$ cat config.mk
export PLATFORM = sky130hd
export DESIGN_NAME = multi_timer_table
export DESIGN_NICKNAME = d
export VERILOG_FILES = /design/src/mtt_pkg.sv /design/src/mtt_mod.sv /design/src/multi_timer_table.sv
export SDC_FILE = /design/constraint.sdc
export NUM_CORES = 2
export LEC_CHECK = 0
export ABC_CLOCK_PERIOD_IN_PS = 52800
export BUFFER_PORTS_ARGS = -buffer_cell sky130_fd_sc_hd__buf_2
export CORE_MARGIN = 5
export CORE_UTILIZATION = 25
export CTS_CLUSTER_DIAMETER = 40
export DETAILED_ROUTE_END_ITERATION = 10
export PLACE_DENSITY = 0.44
export SLEW_MARGIN = 20
export SYNTH_ARGS = -nofsm -noshare
export SYNTH_HDL_FRONTEND = slang
export SYNTH_SLANG_ARGS = --single-unit
export TNS_END_PERCENT = 10
$ cat constraint.sdc
create_clock -name aclk -period 52.8 [get_ports aclk]
set_input_delay 10.56 -clock aclk [delete_from_list [all_inputs] [get_ports aclk]]
set_output_delay 10.56 -clock aclk [all_outputs]
set_load 0.05 [all_outputs]
$ cat src/mtt_pkg.sv
`default_nettype none
package mtt_pkg;

    localparam int TIMER_SLOTS_DEF = 16;
    localparam int TIME_W = 31;
    localparam int HANDLE_W = 32;
    localparam int OWNER_W = 16;
    localparam int GEN_W = 16;
    localparam int S_DATA_W = 112;
    localparam int M_DATA_W = 152;

    // input kinds
    localparam logic [2:0] MODE_ADD    = 3'd0;
    localparam logic [2:0] MODE_CANCEL = 3'd1;
    localparam logic [2:0] MODE_KILL   = 3'd2;
    localparam logic [2:0] MODE_QUERY  = 3'd3;
    localparam logic [2:0] MODE_TICK   = 3'd4;

    // result kinds
    localparam logic [3:0] EV_ADDED     = 4'd0;
    localparam logic [3:0] EV_FULL      = 4'd1;
    localparam logic [3:0] EV_CANCELLED = 4'd2;
    localparam logic [3:0] EV_NOT_FOUND = 4'd3;
    localparam logic [3:0] EV_KILLED    = 4'd4;
    localparam logic [3:0] EV_FIRED_DIE = 4'd5;
    localparam logic [3:0] EV_FIRED_REP = 4'd6;
    localparam logic [3:0] EV_TICK_DONE = 4'd7;
    localparam logic [3:0] EV_INFO      = 4'd8;

    typedef struct packed {
        logic              repeat_flag;
        logic [31:0]       remaining;
        logic [TIME_W-1:0] delay;
        logic [31:0]       excess;
        logic [OWNER_W-1:0] owner;
        logic [GEN_W-1:0]  generation;
    } entry_t;

    typedef struct packed {
        logic [3:0]          code;
        logic [HANDLE_W-1:0] handle;
        logic [OWNER_W-1:0]  owner;
        logic [31:0]         elapsed;
        logic [4:0]          killed;
        logic [31:0]         remaining;
        logic [TIME_W-1:0]   delay;
        logic                rep;
        logic                last;
    } result_t;

endpackage
`default_nettype wire

$ cat src/mtt_mod.sv
`default_nettype none
// Restoring remainder unit: one quotient bit per cycle.
// done rises after the last step and holds until the next start.
module mtt_mod
    import mtt_pkg::*;
(
    input  wire logic              aclk,
    input  wire logic              aresetn,
    input  wire logic              start,
    input  wire logic [TIME_W-1:0] dividend,
    input  wire logic [TIME_W-1:0] divisor,
    output logic                   done,
    output logic [TIME_W-1:0]      remainder
);
    localparam int CW = $clog2(TIME_W + 1);

    logic [TIME_W-1:0] rem_reg;
    logic [TIME_W-1:0] dvd_reg;
    logic [TIME_W-1:0] dsr_reg;
    logic [CW-1:0]     step_reg;
    logic              busy_reg;
    logic [TIME_W:0]   trial;

    assign trial = {rem_reg, dvd_reg[TIME_W-1]};
    assign remainder = rem_reg;

    // shift in one dividend bit, subtract when it fits
    always_ff @(posedge aclk) begin
        if (!aresetn) begin
            busy_reg <= 1'b0;
            done <= 1'b0;
        end else begin
            if (start) begin
                busy_reg <= 1'b1;
                done <= 1'b0;
                rem_reg <= '0;
                dvd_reg <= dividend;
                dsr_reg <= divisor;
                step_reg <= '0;
            end else if (busy_reg) begin
                if (trial >= {1'b0, dsr_reg}) begin
                    rem_reg <= TIME_W'(trial - {1'b0, dsr_reg});
                end else begin
                    rem_reg <= trial[TIME_W-1:0];
                end
                dvd_reg <= {dvd_reg[TIME_W-2:0], 1'b0};
                step_reg <= step_reg + 1'b1;
                if (step_reg == CW'(TIME_W - 1)) begin
                    busy_reg <= 1'b0;
                    done <= 1'b1;
                end
            end
        end
    end
endmodule
`default_nettype wire

$ cat src/multi_timer_table.sv
`default_nettype none
// Timer table with generation-tagged handles.
// s_ channel: one command per transaction; s_tuser selects add, cancel,
// kill owner, query or tick. m_ channel: result transactions, m_tlast marks
// the final result of a command. Add, cancel, query and kill give one
// result; a tick gives one result per fired timer, then a done result.
// Slot state lives in a memory with a registered read; used bits in flops.
// A cancel or query with an out-of-range handle skips the slot read. Kill
// and tick walk every slot; each firing repeating timer with nonzero delay
// also runs the bit-serial remainder unit. One command is worked at a time;
// s_tready is high only between commands.
// A result waits in the output register while m_tready is low; the table
// walk stalls until it is taken, no result is dropped.
// Reset empties the table and clears the generation counter; slot
// contents are not cleared, the used bits gate every read.
module multi_timer_table
    import mtt_pkg::*;
#(
    parameter int TIMER_SLOTS = TIMER_SLOTS_DEF
) (
    input  wire logic                aclk,
    input  wire logic                aresetn,
    input  wire logic                s_tvalid,
    output logic                     s_tready,
    // delay_time[30:0], repeating[31], owner_id[47:32], handle[79:48],
    // tick_time[110:80]
    input  wire logic [S_DATA_W-1:0] s_tdata,
    // mode[2:0]
    input  wire logic [2:0]          s_tuser,
    output logic                     m_tvalid,
    input  wire logic                m_tready,
    // out_handle[31:0], out_owner[47:32], elapsed[79:48],
    // killed_count[84:80], remain[116:85], info_delay[147:117],
    // info_repeating[148]
    output logic [M_DATA_W-1:0]      m_tdata,
    // event_code[3:0]
    output logic [3:0]               m_tuser,
    output logic                     m_tlast
);
    localparam int IW = (TIMER_SLOTS > 1) ? $clog2(TIMER_SLOTS) : 1;

    localparam logic [3:0] ST_IDLE  = 4'd0;
    localparam logic [3:0] ST_CHK   = 4'd1;
    localparam logic [3:0] ST_KRD   = 4'd2;
    localparam logic [3:0] ST_KEV   = 4'd3;
    localparam logic [3:0] ST_TRD   = 4'd4;
    localparam logic [3:0] ST_TEV   = 4'd5;
    localparam logic [3:0] ST_TDIV  = 4'd6;
    localparam logic [3:0] ST_TNEXT = 4'd7;
    localparam logic [3:0] ST_PUSH  = 4'd8;

    entry_t mem [TIMER_SLOTS];
    entry_t rd_reg;
    logic   mem_we, mem_re;
    logic [IW-1:0] mem_waddr, mem_raddr;
    entry_t mem_wdata;

    logic [3:0]   state_reg, ret_reg;
    logic [TIMER_SLOTS-1:0] used_reg;
    logic [GEN_W-1:0] gen_reg;
    logic         changed_reg;
    logic [IW-1:0] cnt_reg;
    logic [4:0]   kcount_reg;
    logic [2:0]   mode_reg;
    logic [TIME_W-1:0] dt_reg;
    logic [OWNER_W-1:0] owner_reg;
    logic [HANDLE_W-1:0] handle_reg;
    result_t      res_reg, out_reg;
    logic         m_valid_reg;

    // result with only kind, handle, owner and the last flag filled in
    function automatic result_t blank_result(logic [3:0] code,
                                             logic [HANDLE_W-1:0] handle,
                                             logic [OWNER_W-1:0] owner);
        result_t r;
        r = '0;
        r.code = code;
        r.handle = handle;
        r.owner = owner;
        r.last = 1'b1;
        return r;
    endfunction

    // input fields
    logic [TIME_W-1:0]   in_delay, in_tick;
    logic                in_rep;
    logic [OWNER_W-1:0]  in_owner;
    logic [HANDLE_W-1:0] in_handle;
    logic                s_acc;
    assign in_delay  = s_tdata[30:0];
    assign in_rep    = s_tdata[31];
    assign in_owner  = s_tdata[47:32];
    assign in_handle = s_tdata[79:48];
    assign in_tick   = s_tdata[110:80];
    assign s_tready  = (state_reg == ST_IDLE);
    assign s_acc     = s_tvalid && s_tready;

    // lowest free slot
    logic [IW-1:0] free_idx;
    logic          free_any;
    always_comb begin
        free_idx = '0;
        free_any = 1'b0;
        for (int i = TIMER_SLOTS - 1; i >= 0; i--) begin
            if (!used_reg[i]) begin
                free_idx = IW'(i);
                free_any = 1'b1;
            end
        end
    end

    logic in_range;
    assign in_range = (in_handle[15:0] < 16'(TIMER_SLOTS)) && used_reg[in_handle[IW-1:0]];

    // tick arithmetic on the entry just read
    logic [32:0]       diff;
    logic              fire;
    logic [TIME_W-1:0] over;
    logic [31:0]       el_sum, elapsed;
    logic              need_div;
    logic              div_start;
    logic              div_done;
    logic [TIME_W-1:0] div_rem;
    assign diff = {1'b0, rd_reg.remaining} - {2'b0, dt_reg};
    assign fire = diff[32] || (diff == '0);
    assign over = TIME_W'(dt_reg - rd_reg.remaining[TIME_W-1:0]);
    assign el_sum = {1'b0, rd_reg.delay} + {1'b0, over};
    assign elapsed = (el_sum > rd_reg.excess) ? (el_sum - rd_reg.excess) : '0;
    assign need_div = rd_reg.repeat_flag && (rd_reg.delay != '0);

    logic cur_used;
    assign cur_used = used_reg[cnt_reg];
    assign div_start = (state_reg == ST_TEV) && cur_used && fire && need_div;

    mtt_mod u_mod (
        .aclk      (aclk),
        .aresetn   (aresetn),
        .start     (div_start),
        .dividend  (over),
        .divisor   (rd_reg.delay),
        .done      (div_done),
        .remainder (div_rem)
    );

    // memory port control
    always_comb begin
        mem_we = 1'b0;
        mem_waddr = cnt_reg;
        mem_wdata = rd_reg;
        mem_re = 1'b0;
        mem_raddr = cnt_reg;
        case (state_reg)
            ST_IDLE: begin
                mem_raddr = in_handle[IW-1:0];
                mem_waddr = free_idx;
                mem_wdata.repeat_flag = in_rep;
                mem_wdata.remaining = {1'b0, in_delay};
                mem_wdata.delay = in_delay;
                mem_wdata.excess = '0;
                mem_wdata.owner = in_owner;
                mem_wdata.generation = gen_reg;
                if (s_acc && s_tuser == MODE_ADD && free_any) begin
                    mem_we = 1'b1;
                end
                if (s_acc && (s_tuser == MODE_CANCEL || s_tuser == MODE_QUERY) && in_range) begin
                    mem_re = 1'b1;
                end
            end
            ST_KRD, ST_TRD: mem_re = 1'b1;
            ST_TEV: begin
                if (cur_used && !fire) begin
                    mem_we = 1'b1;
                    mem_wdata.remaining = diff[31:0];
                end else if (cur_used && rd_reg.repeat_flag && !need_div) begin
                    mem_we = 1'b1;
                    mem_wdata.remaining = '0;
                    mem_wdata.excess = '0;
                end
            end
            ST_TDIV: begin
                mem_we = div_done;
                mem_wdata.remaining = {1'b0, TIME_W'(rd_reg.delay - div_rem)};
                mem_wdata.excess = {1'b0, div_rem};
            end
            default: ;
        endcase
    end

    // slot memory
    always_ff @(posedge aclk) begin
        if (mem_we) begin
            mem[mem_waddr] <= mem_wdata;
        end
        if (mem_re) begin
            rd_reg <= mem[mem_raddr];
        end
    end

    // command sequencer
    always_ff @(posedge aclk) begin
        if (!aresetn) begin
            state_reg <= ST_IDLE;
            used_reg <= '0;
            gen_reg <= '0;
            changed_reg <= 1'b0;
            m_valid_reg <= 1'b0;
        end else begin
            // load a new result or drop the one just taken
            if (state_reg == ST_PUSH && (!m_valid_reg || m_tready)) begin
                m_valid_reg <= 1'b1;
            end else if (m_tready) begin
                m_valid_reg <= 1'b0;
            end
            case (state_reg)
                ST_IDLE: begin
                    if (s_acc) begin
                        mode_reg <= s_tuser;
                        dt_reg <= in_tick;
                        owner_reg <= in_owner;
                        handle_reg <= in_handle;
                        cnt_reg <= '0;
                        kcount_reg <= '0;
                        ret_reg <= ST_IDLE;
                        case (s_tuser)
                            MODE_ADD: begin
                                state_reg <= ST_PUSH;
                                if (free_any) begin
                                    used_reg[free_idx] <= 1'b1;
                                    changed_reg <= 1'b1;
                                    res_reg <= blank_result(EV_ADDED,
                                                            {gen_reg, 16'(free_idx)},
                                                            in_owner);
                                end else begin
                                    res_reg <= blank_result(EV_FULL, '1, in_owner);
                                end
                            end
                            MODE_CANCEL, MODE_QUERY: begin
                                res_reg <= blank_result(EV_NOT_FOUND, in_handle, '0);
                                state_reg <= in_range ? ST_CHK : ST_PUSH;
                            end
                            MODE_KILL: begin
                                res_reg <= blank_result(EV_KILLED, '1, in_owner);
                                state_reg <= ST_KRD;
                            end
                            MODE_TICK: begin
                                res_reg <= blank_result(EV_TICK_DONE, '1, '0);
                                state_reg <= ST_TRD;
                            end
                            default: state_reg <= ST_IDLE;
                        endcase
                    end
                end
                ST_CHK: begin
                    state_reg <= ST_PUSH;
                    if (rd_reg.generation == handle_reg[31:16]) begin
                        res_reg.owner <= rd_reg.owner;
                        if (mode_reg == MODE_CANCEL) begin
                            res_reg.code <= EV_CANCELLED;
                            used_reg[handle_reg[IW-1:0]] <= 1'b0;
                            changed_reg <= 1'b1;
                            gen_reg <= gen_reg + 1'b1;
                        end else begin
                            res_reg.code <= EV_INFO;
                            res_reg.remaining <= rd_reg.remaining;
                            res_reg.delay <= rd_reg.delay;
                            res_reg.rep <= rd_reg.repeat_flag;
                        end
                    end
                end
                ST_KRD: state_reg <= ST_KEV;
                ST_KEV: begin
                    if (cur_used && rd_reg.owner == owner_reg) begin
                        used_reg[cnt_reg] <= 1'b0;
                        changed_reg <= 1'b1;
                        if (kcount_reg != 5'd31) begin
                            kcount_reg <= kcount_reg + 1'b1;
                            res_reg.killed <= kcount_reg + 1'b1;
                        end
                    end
                    if (cnt_reg == IW'(TIMER_SLOTS - 1)) begin
                        state_reg <= ST_PUSH;
                    end else begin
                        cnt_reg <= cnt_reg + 1'b1;
                        state_reg <= ST_KRD;
                    end
                end
                ST_TRD: state_reg <= ST_TEV;
                ST_TEV: begin
                    if (cur_used && fire) begin
                        res_reg.code <= rd_reg.repeat_flag ? EV_FIRED_REP : EV_FIRED_DIE;
                        res_reg.handle <= {rd_reg.generation, 16'(cnt_reg)};
                        res_reg.owner <= rd_reg.owner;
                        res_reg.elapsed <= elapsed;
                        res_reg.last <= 1'b0;
                        ret_reg <= need_div ? ST_TDIV : ST_TNEXT;
                        state_reg <= ST_PUSH;
                        if (!rd_reg.repeat_flag) begin
                            used_reg[cnt_reg] <= 1'b0;
                            changed_reg <= 1'b1;
                        end
                    end else begin
                        state_reg <= ST_TNEXT;
                    end
                end
                ST_TDIV: begin
                    if (div_done) begin
                        state_reg <= ST_TNEXT;
                    end
                end
                ST_TNEXT: begin
                    if (cnt_reg == IW'(TIMER_SLOTS - 1)) begin
                        if (changed_reg) begin
                            gen_reg <= gen_reg + 1'b1;
                        end
                        changed_reg <= 1'b0;
                        res_reg <= blank_result(EV_TICK_DONE, '1, '0);
                        ret_reg <= ST_IDLE;
                        state_reg <= ST_PUSH;
                    end else begin
                        cnt_reg <= cnt_reg + 1'b1;
                        state_reg <= ST_TRD;
                    end
                end
                ST_PUSH: begin
                    if (!m_valid_reg || m_tready) begin
                        out_reg <= res_reg;
                        state_reg <= ret_reg;
                    end
                end
                default: state_reg <= ST_IDLE;
            endcase
        end
    end

    // output register
    assign m_tvalid = m_valid_reg;
    assign m_tuser  = out_reg.code;
    assign m_tlast  = out_reg.last;
    assign m_tdata  = {3'b000, out_reg.rep, out_reg.delay, out_reg.remaining,
                       out_reg.killed, out_reg.elapsed, out_reg.owner, out_reg.handle};

    // generation only steps by one
    a_gen_step: assert property (@(posedge aclk) disable iff (!aresetn)
        gen_reg != $past(gen_reg) |-> gen_reg == $past(gen_reg) + 1'b1)
        else $error("generation counter jumped");

    // slots are only taken by an add
    a_used_grow: assert property (@(posedge aclk) disable iff (!aresetn)
        $countones(used_reg) > $countones($past(used_reg)) |->
        $past(s_acc) && $past(s_tuser) == MODE_ADD)
        else $error("slot became used outside an add");

    // a tick done result always closes the command
    a_done_last: assert property (@(posedge aclk) disable iff (!aresetn)
        m_tvalid && m_tuser == EV_TICK_DONE |-> m_tlast)
        else $error("tick done without last");

    // the remainder unit only starts inside a tick
    a_div_tick: assert property (@(posedge aclk) disable iff (!aresetn)
        div_start |-> mode_reg == MODE_TICK)
        else $error("remainder started outside tick");
endmodule
`default_nettype wire
== Word-level counts from Yosys, hierarchy flattened ==
Memories as Yosys holds them, arrays and structs flattened. A register that Yosys moved wholly into a read port is not among the register bits.
Cells that the tools add are included.
Widths: inputs -> output; s select.

* Register bits: 541
* Bits in writable memories: 2048
* Bits of input ports: 119
* Output and inout port bits: 159
* Word-level logic and storage cells: 292
* Memories: 1

* Add/subtract/negate cells: 10
* $lt $le $gt $ge: 10
* Equality and inequality tests: 34
* Multiplexer cells: 135
* Bitwise logic cells: 6
* Reduce and logical (&&, ||, !) cells: 60

{| class="wikitable"
|+ Memories
! memory !! depth !! width !! read ports !! clocked after Yosys merged registers in !! wr ports !! line !! text
|-
| mem || 16 || 128 || 1 || 1 || 1 || multi_timer_table.sv:52 || <nowiki>entry_t mem [TIMER_SLOTS];</nowiki>
|}

{| class="wikitable"
|+ Operators with widths
! kind !! count
|-
| $pmux 154 s4 || 1
|-
| $pmux 32 s3 || 4
|-
| $mux 154 || 2
|-
| $mux 16 || 13
|-
| $mux 32 || 6
|-
| $pmux 64 s3 || 1
|-
| $mux 31 || 5
|-
| $mux 151 || 1
|-
| $mux 64 || 2
|-
| $pmux 16 s4 || 2
|-
| $mux 4 || 31
|-
| $sub 31x31->31 || 3
|-
| $mux 84 || 1
|-
| $mux 1 || 44
|-
| $pmux 4 s9 || 1
|-
| $logic_not 33->1 || 1
|-
| $sub 32x31->33 || 1
|-
| $add 31x31->32 || 1
|-
| $and 16x16->16 || 2
|-
| $eq 16x16->1 || 2
|-
| $ge 32x31->1 || 1
|-
| $gt 32x32->1 || 1
|-
| $not 16->16 || 2
|-
| $pmux 16 s2 || 1
|-
| other kinds (52) || 126
|}

== Depth between registers and ports, before layout ==
* Word-level depth: 25
* Gate-level depth with buffers: 35
* Gate-level depth less buffers: 34

== Hierarchy ==
From an unflattened synthesis, not the netlist that was laid out.

* Cells, all modules: 6855
* Area, all modules: 114001.8 µm²

{| class="wikitable"
|+ By module, submodules not included
! module !! times used !! cells each !! area each (µm²) !! sequential area each (µm²)
|-
| multi_timer_table || 1 || 6320 || 108152.5 || 77784.6
|-
| mtt_mod || 1 || 535 || 5849.4 || 2982.9
|}

== Least setup slack after synthesis ==
No wires, ideal clock.

* Path kind: input to register
* From: input s_tuser[1]
* To: memory mem[3][0] (netlist bit), enable pin
* Setup time: 0.928 ns
* Arrival: 23.687 ns
* Data required time: 51.872 ns
* Slack: 28.185 ns
* Stages on the path: 7
* Buffers on the path: 2
* Cell sequence: clkbuf_1 nor3_1 nor2b_1 a32oi_1 o21a_1 buf_2 nor4_1

* Longest elaborated chain between the ends: 7

{| class="wikitable"
|+ Ends and longest elaborated chain
! what !! line !! text
|-
| start: declaration || multi_timer_table.sv:29 || <nowiki>input wire logic [2:0] s_tuser,</nowiki>
|-
| $logic_not 3->1 || multi_timer_table.sv:162 || <nowiki>if (s_acc && s_tuser == MODE_ADD && free_any) begin</nowiki>
|-
| $logic_and 1x1->1 (2 in series) || multi_timer_table.sv:162 ||
|-
| $mux 1 || multi_timer_table.sv:162 ||
|-
| $pmux 1 s3 || multi_timer_table.sv:152 || <nowiki>case (state_reg)</nowiki>
|-
| $mux 1 || multi_timer_table.sv:191 || <nowiki>if (mem_we) begin</nowiki>
|-
| $mux 1 (not written as such) || multi_timer_table.sv:192 || <nowiki>mem[mem_waddr] <= mem_wdata;</nowiki>
|-
| end: declaration || multi_timer_table.sv:52 ||
|}

No other way between the ends.

== Final worst setup path ==
* From: input s_tdata[48]
* To: register, netlist name rd_reg[46]

* Longest elaborated chain between the ends: 6
* Elaborated cells on any way between the ends: 8
* Those cells by class: 1 x order compare; 5 x mux; 2 x reduce/logical

{| class="wikitable"
|+ Ends and longest elaborated chain
! what !! line !! text
|-
| start: declaration || multi_timer_table.sv:27 || <nowiki>input wire logic [S_DATA_W-1:0] s_tdata,</nowiki>
|-
| parallel branches: the longest is 6 deep, another holds $lt 16x5->1 || - ||
|}

Several ways; the timed one is not identified. The select of a mux whose other input is x is not followed.
A chain may end at the register's enable or synchronous reset.

==> summary.md <==
| Metric | Value |
|---|---|
| CTS Buf Count | between 400 and 500 |
| GPL Wtd Cong | between 0.8 and 0.9 |
| Vias in the first global route | about 66,000 |
| CTS Sinks | roughly 2,700 |
| Total GRT Usage | between 10% and 20% |
| DRT antenna net count | 0 |
| Synth Area in XOR/XNOR | under 10% |
| Pwr Total | 0.00686 W |
| Setup crit end kind | flop |
| Initial antenna violation count | 52 |
| Critical path arrival | roughly 16 ns |
| Synthesis-to-layout area growth | 20.4% |
| Core area | 0.453 mm2 |
| Post-synthesis mux area share | a little over a tenth |
| Setup CP Type | primary input to flop |
| Setup Skew | ~0.067 ns |
| Most common cell after layout, fill and taps aside | edfxtp_1 |
| Final hold vios | 0 |
| Placed cell area | about 0.12 mm2 |
| Peak VDD IR | 0.0291 mV |
| Avg Vias per Cell | about 4.8 |
| Via count | roughly 65,000 |
| Clock slew at reported path FFs | around 0.06 ns |
| Largest net degree at the start of global routing | about 130 |
| I/O pin cnt | around 280 |
| Die height | 684 um |
| Worst min path class | flop to flop |
| Maxcap violations | 0 |
| Share of cells above drive strength 1 | a little under a quarter |
| Post-Synthesis Cells | 6,777 |
| Simple-gate share of the synthesized area | approximately 6.2% |
| Grt ovf | 0 |
| Worst Reg2Reg Path Length in Cells | 29 |
| Maximum clock path buffer count | 4 |
| Post-DP HPWL | 227,000 um |
| RR Endpoint | res_reg[95]$_SDFFCE_PP0P_ |
| DRC Markers | 0 |
| First drt pass iteration count | 6 |
| Clk_lat worst skew | about 1 ns |
| Sequential share of the synthesized area | between 70% and 80% |
| Number of synthesized flops with an enable pin | 2,663 |
| Seq cells post-synth | ~2,700 |
| Largest register FFs | roughly 2,000 |
| Die Span X | 684 um |
| Worst slew margin | between 10% and 20% |
| P per Cell Area | roughly 50 mW/mm2 |
| Commonest non-fill, non-tap cells in the layout | 2,663 x edfxtp_1, 662 x nand2_1, 522 x mux4_2 |
| Synthesis Warnings | 0 |
| Status | complete, no violations |
| Minimum clock period | approximately 16 ns |
| Row Count | between 200 and 250 |
| Hold_ws | between 0.4 and 0.5 ns |
| Initial Util | around a quarter |
| Final WL | 376,000 um |
| # fillers | ~45,000 |
| Port Buffer Count | between 200 and 300 |
| Cell leakage power | 45.8 nW |
| Worst hold path depth | 0 |
| RSZ-0062 raised after global routing | false |
| Reg2Reg Setup Slack | 43.29 ns |
| Final WS setup | between 30 and 40 ns |
| Synth unique cells | 84 |
| # hold bufs at CTS | 0 |
| First-pass GRT wire length | 522,000 um |
| Clk root buf | clkbuf_16 |
| CP Launch Type | primary input |
| H-Tree Depth | 5 |
| Die area | between 0.4 and 0.5 mm2 |
| Async set-or-reset flop fraction in the synthesized netlist | 0% |
| Max Fclk | around 64 MHz |
| Final Cell Area | approximately 0.14 mm2 |
| CP max FO | 80 |
| Post-CTS Setup Bufs | 0 |
| Synth top area share | a little over two thirds |
| Hold Crit Start | res_reg[115]$_DFFE_PP_ |
| Slew @ Worst Pin | approximately 1.2 ns |
| Final period utilization | between 20% and 30% |
| Post-Syn Area | 0.114 mm2 |
| Place WS | roughly 36 ns |
| Setup TNS | 0 ns |
| Synth Flop Type | edfxtp_1 |
| Mean routed wirelength per cell | 27.7 um |
| Fin. max-slew vios | 0 |
| Largest area contributor in the netlist | edfxtp_1 |
| Mean Syn Cell Area | approximately 17 um2 |
| CTS tree | built |
| Hold Crit Endpoint | m_tdata[45]$_DFFE_PP_ |
| Largest family of logic cells by synthesized area | multiplexers |
| Top cells by area, synth | edfxtp_1 70%, mux4_2 10%, nand2_1 2.2% |
| Drt first-iter violations | 5,638 |
| CP required | around 53 ns |
| Final #Nets | around 7,600 |
| CTS resizes | 0 |
| Complex-gate fraction of the synthesized area | 6.03% |
| Worst r2r src | rd_reg[95]$_DFFE_PP_ |
| Final setup viols | 0 |
| Post-synthesis adder-cell area fraction | under 10% |
[worst max-delay path: stages]
cell and delay, ns:
buf_2 0.20, a21oi_4 0.19, buf_4 0.49, buf_4 0.74, buf_12 0.57, buf_4 0.61, buf_4 0.62, buf_4 0.72
mux4_2 0.58, and2_1 0.17, a211oi_1 0.30, a31oi_1 0.10
[cell type report]
type / instances / area (um2) / area share (%)
inverters: 211 / 797 / 0.583
multi-input cells: 3528 / 31100 / 22.7
clock buffers: 442 / 10300 / 7.55
clock inverters: 303 / 3440 / 2.51
repair buffers: 441 / 2830 / 2.07
well taps: 5976 / 7480 / 5.47
diodes: 11 / 27.5 / 0.0201
flip-flops and latches: 2703 / 80800 / 59.1
[report_power, final]
group          leakage, nW  total (W)  switching [W]  internal (W)
logic                 14.6    0.00153       0.000986      0.000546
clock network         6.61    0.00270        0.00104       0.00166
registers             24.6    0.00262      0.0000446       0.00258
total                 45.8    0.00686        0.00207       0.00479
[metal layers]
layer	wire, um	track usage, %	part of all wire, %
met5	13	0	0.0035
met4	10400	4.30	2.8
met3	21100	2.63	5.6
met2	182000	25.9	48
met1	163000	20.8	43
[how the worst max path moves through the flow]
stage	from	to	depth (start not counted)
after floorplan	s_tuser[1]	mem[3][0]$_DFFE_PP_	7
after global placement	s_tdata[48]	rd_reg[46]$_DFFE_PP_	12
after detailed placement	s_tdata[48]	rd_reg[46]$_DFFE_PP_	12
after CTS	s_tdata[48]	rd_reg[46]$_DFFE_PP_	12
after global routing	s_tdata[48]	rd_reg[46]$_DFFE_PP_	12
final	s_tdata[48]	rd_reg[46]$_DFFE_PP_	12
[stage by stage]
| stage | utilization, % | cells |
|---|---|---|
| 4_1_cts | 30.2 | 13600 |
| 3_3_place_gp | 27.1 | 12900 |
| 2_1_floorplan | - | 6779 |
| 6_report | 30.2 | 13600 |
| 3_5_place_dp | 27.1 | 12900 |
| 5_1_grt | 30.2 | 13600 |
[Yosys cell counts, types with 12 or more instances]
library cell,count
a21boi_0,15
buf_1,94
nor4_1,48
nand4_1,37
nor2b_1,31
clkbuf_1,228
o21a_1,30
nand2_1,665
a31oi_1,172
mux2_2,22
nand2b_1,35
xnor2_1,128
nor2_1,275
o31ai_1,13
xor2_1,73
a21oi_1,223
o21bai_1,15
o21ai_0,125
nand3_1,62
a221o_1,12
or3_1,20
inv_1,209
mux2i_1,33
ha_1,195
o211ai_1,16
edfxtp_1,2663
and2_1,192
or2_2,17
a21o_1,84
nor3_1,52
a211oi_1,157
and3_1,41
mux4_2,522
a22o_1,50
a221oi_1,20
dfxtp_1,40
[kinds of logic after synthesis]
group | after synthesis
multiplexers | 588
adder cells (fa/ha/maj) | 202
buffers and inverters | 548
AO/OA/AOI/OAI | 1022
flip-flops | 2703
other | 1
AND/OR/NAND/NOR | 1512
XOR/XNOR | 201
Power figures use the tool's default switching activity.
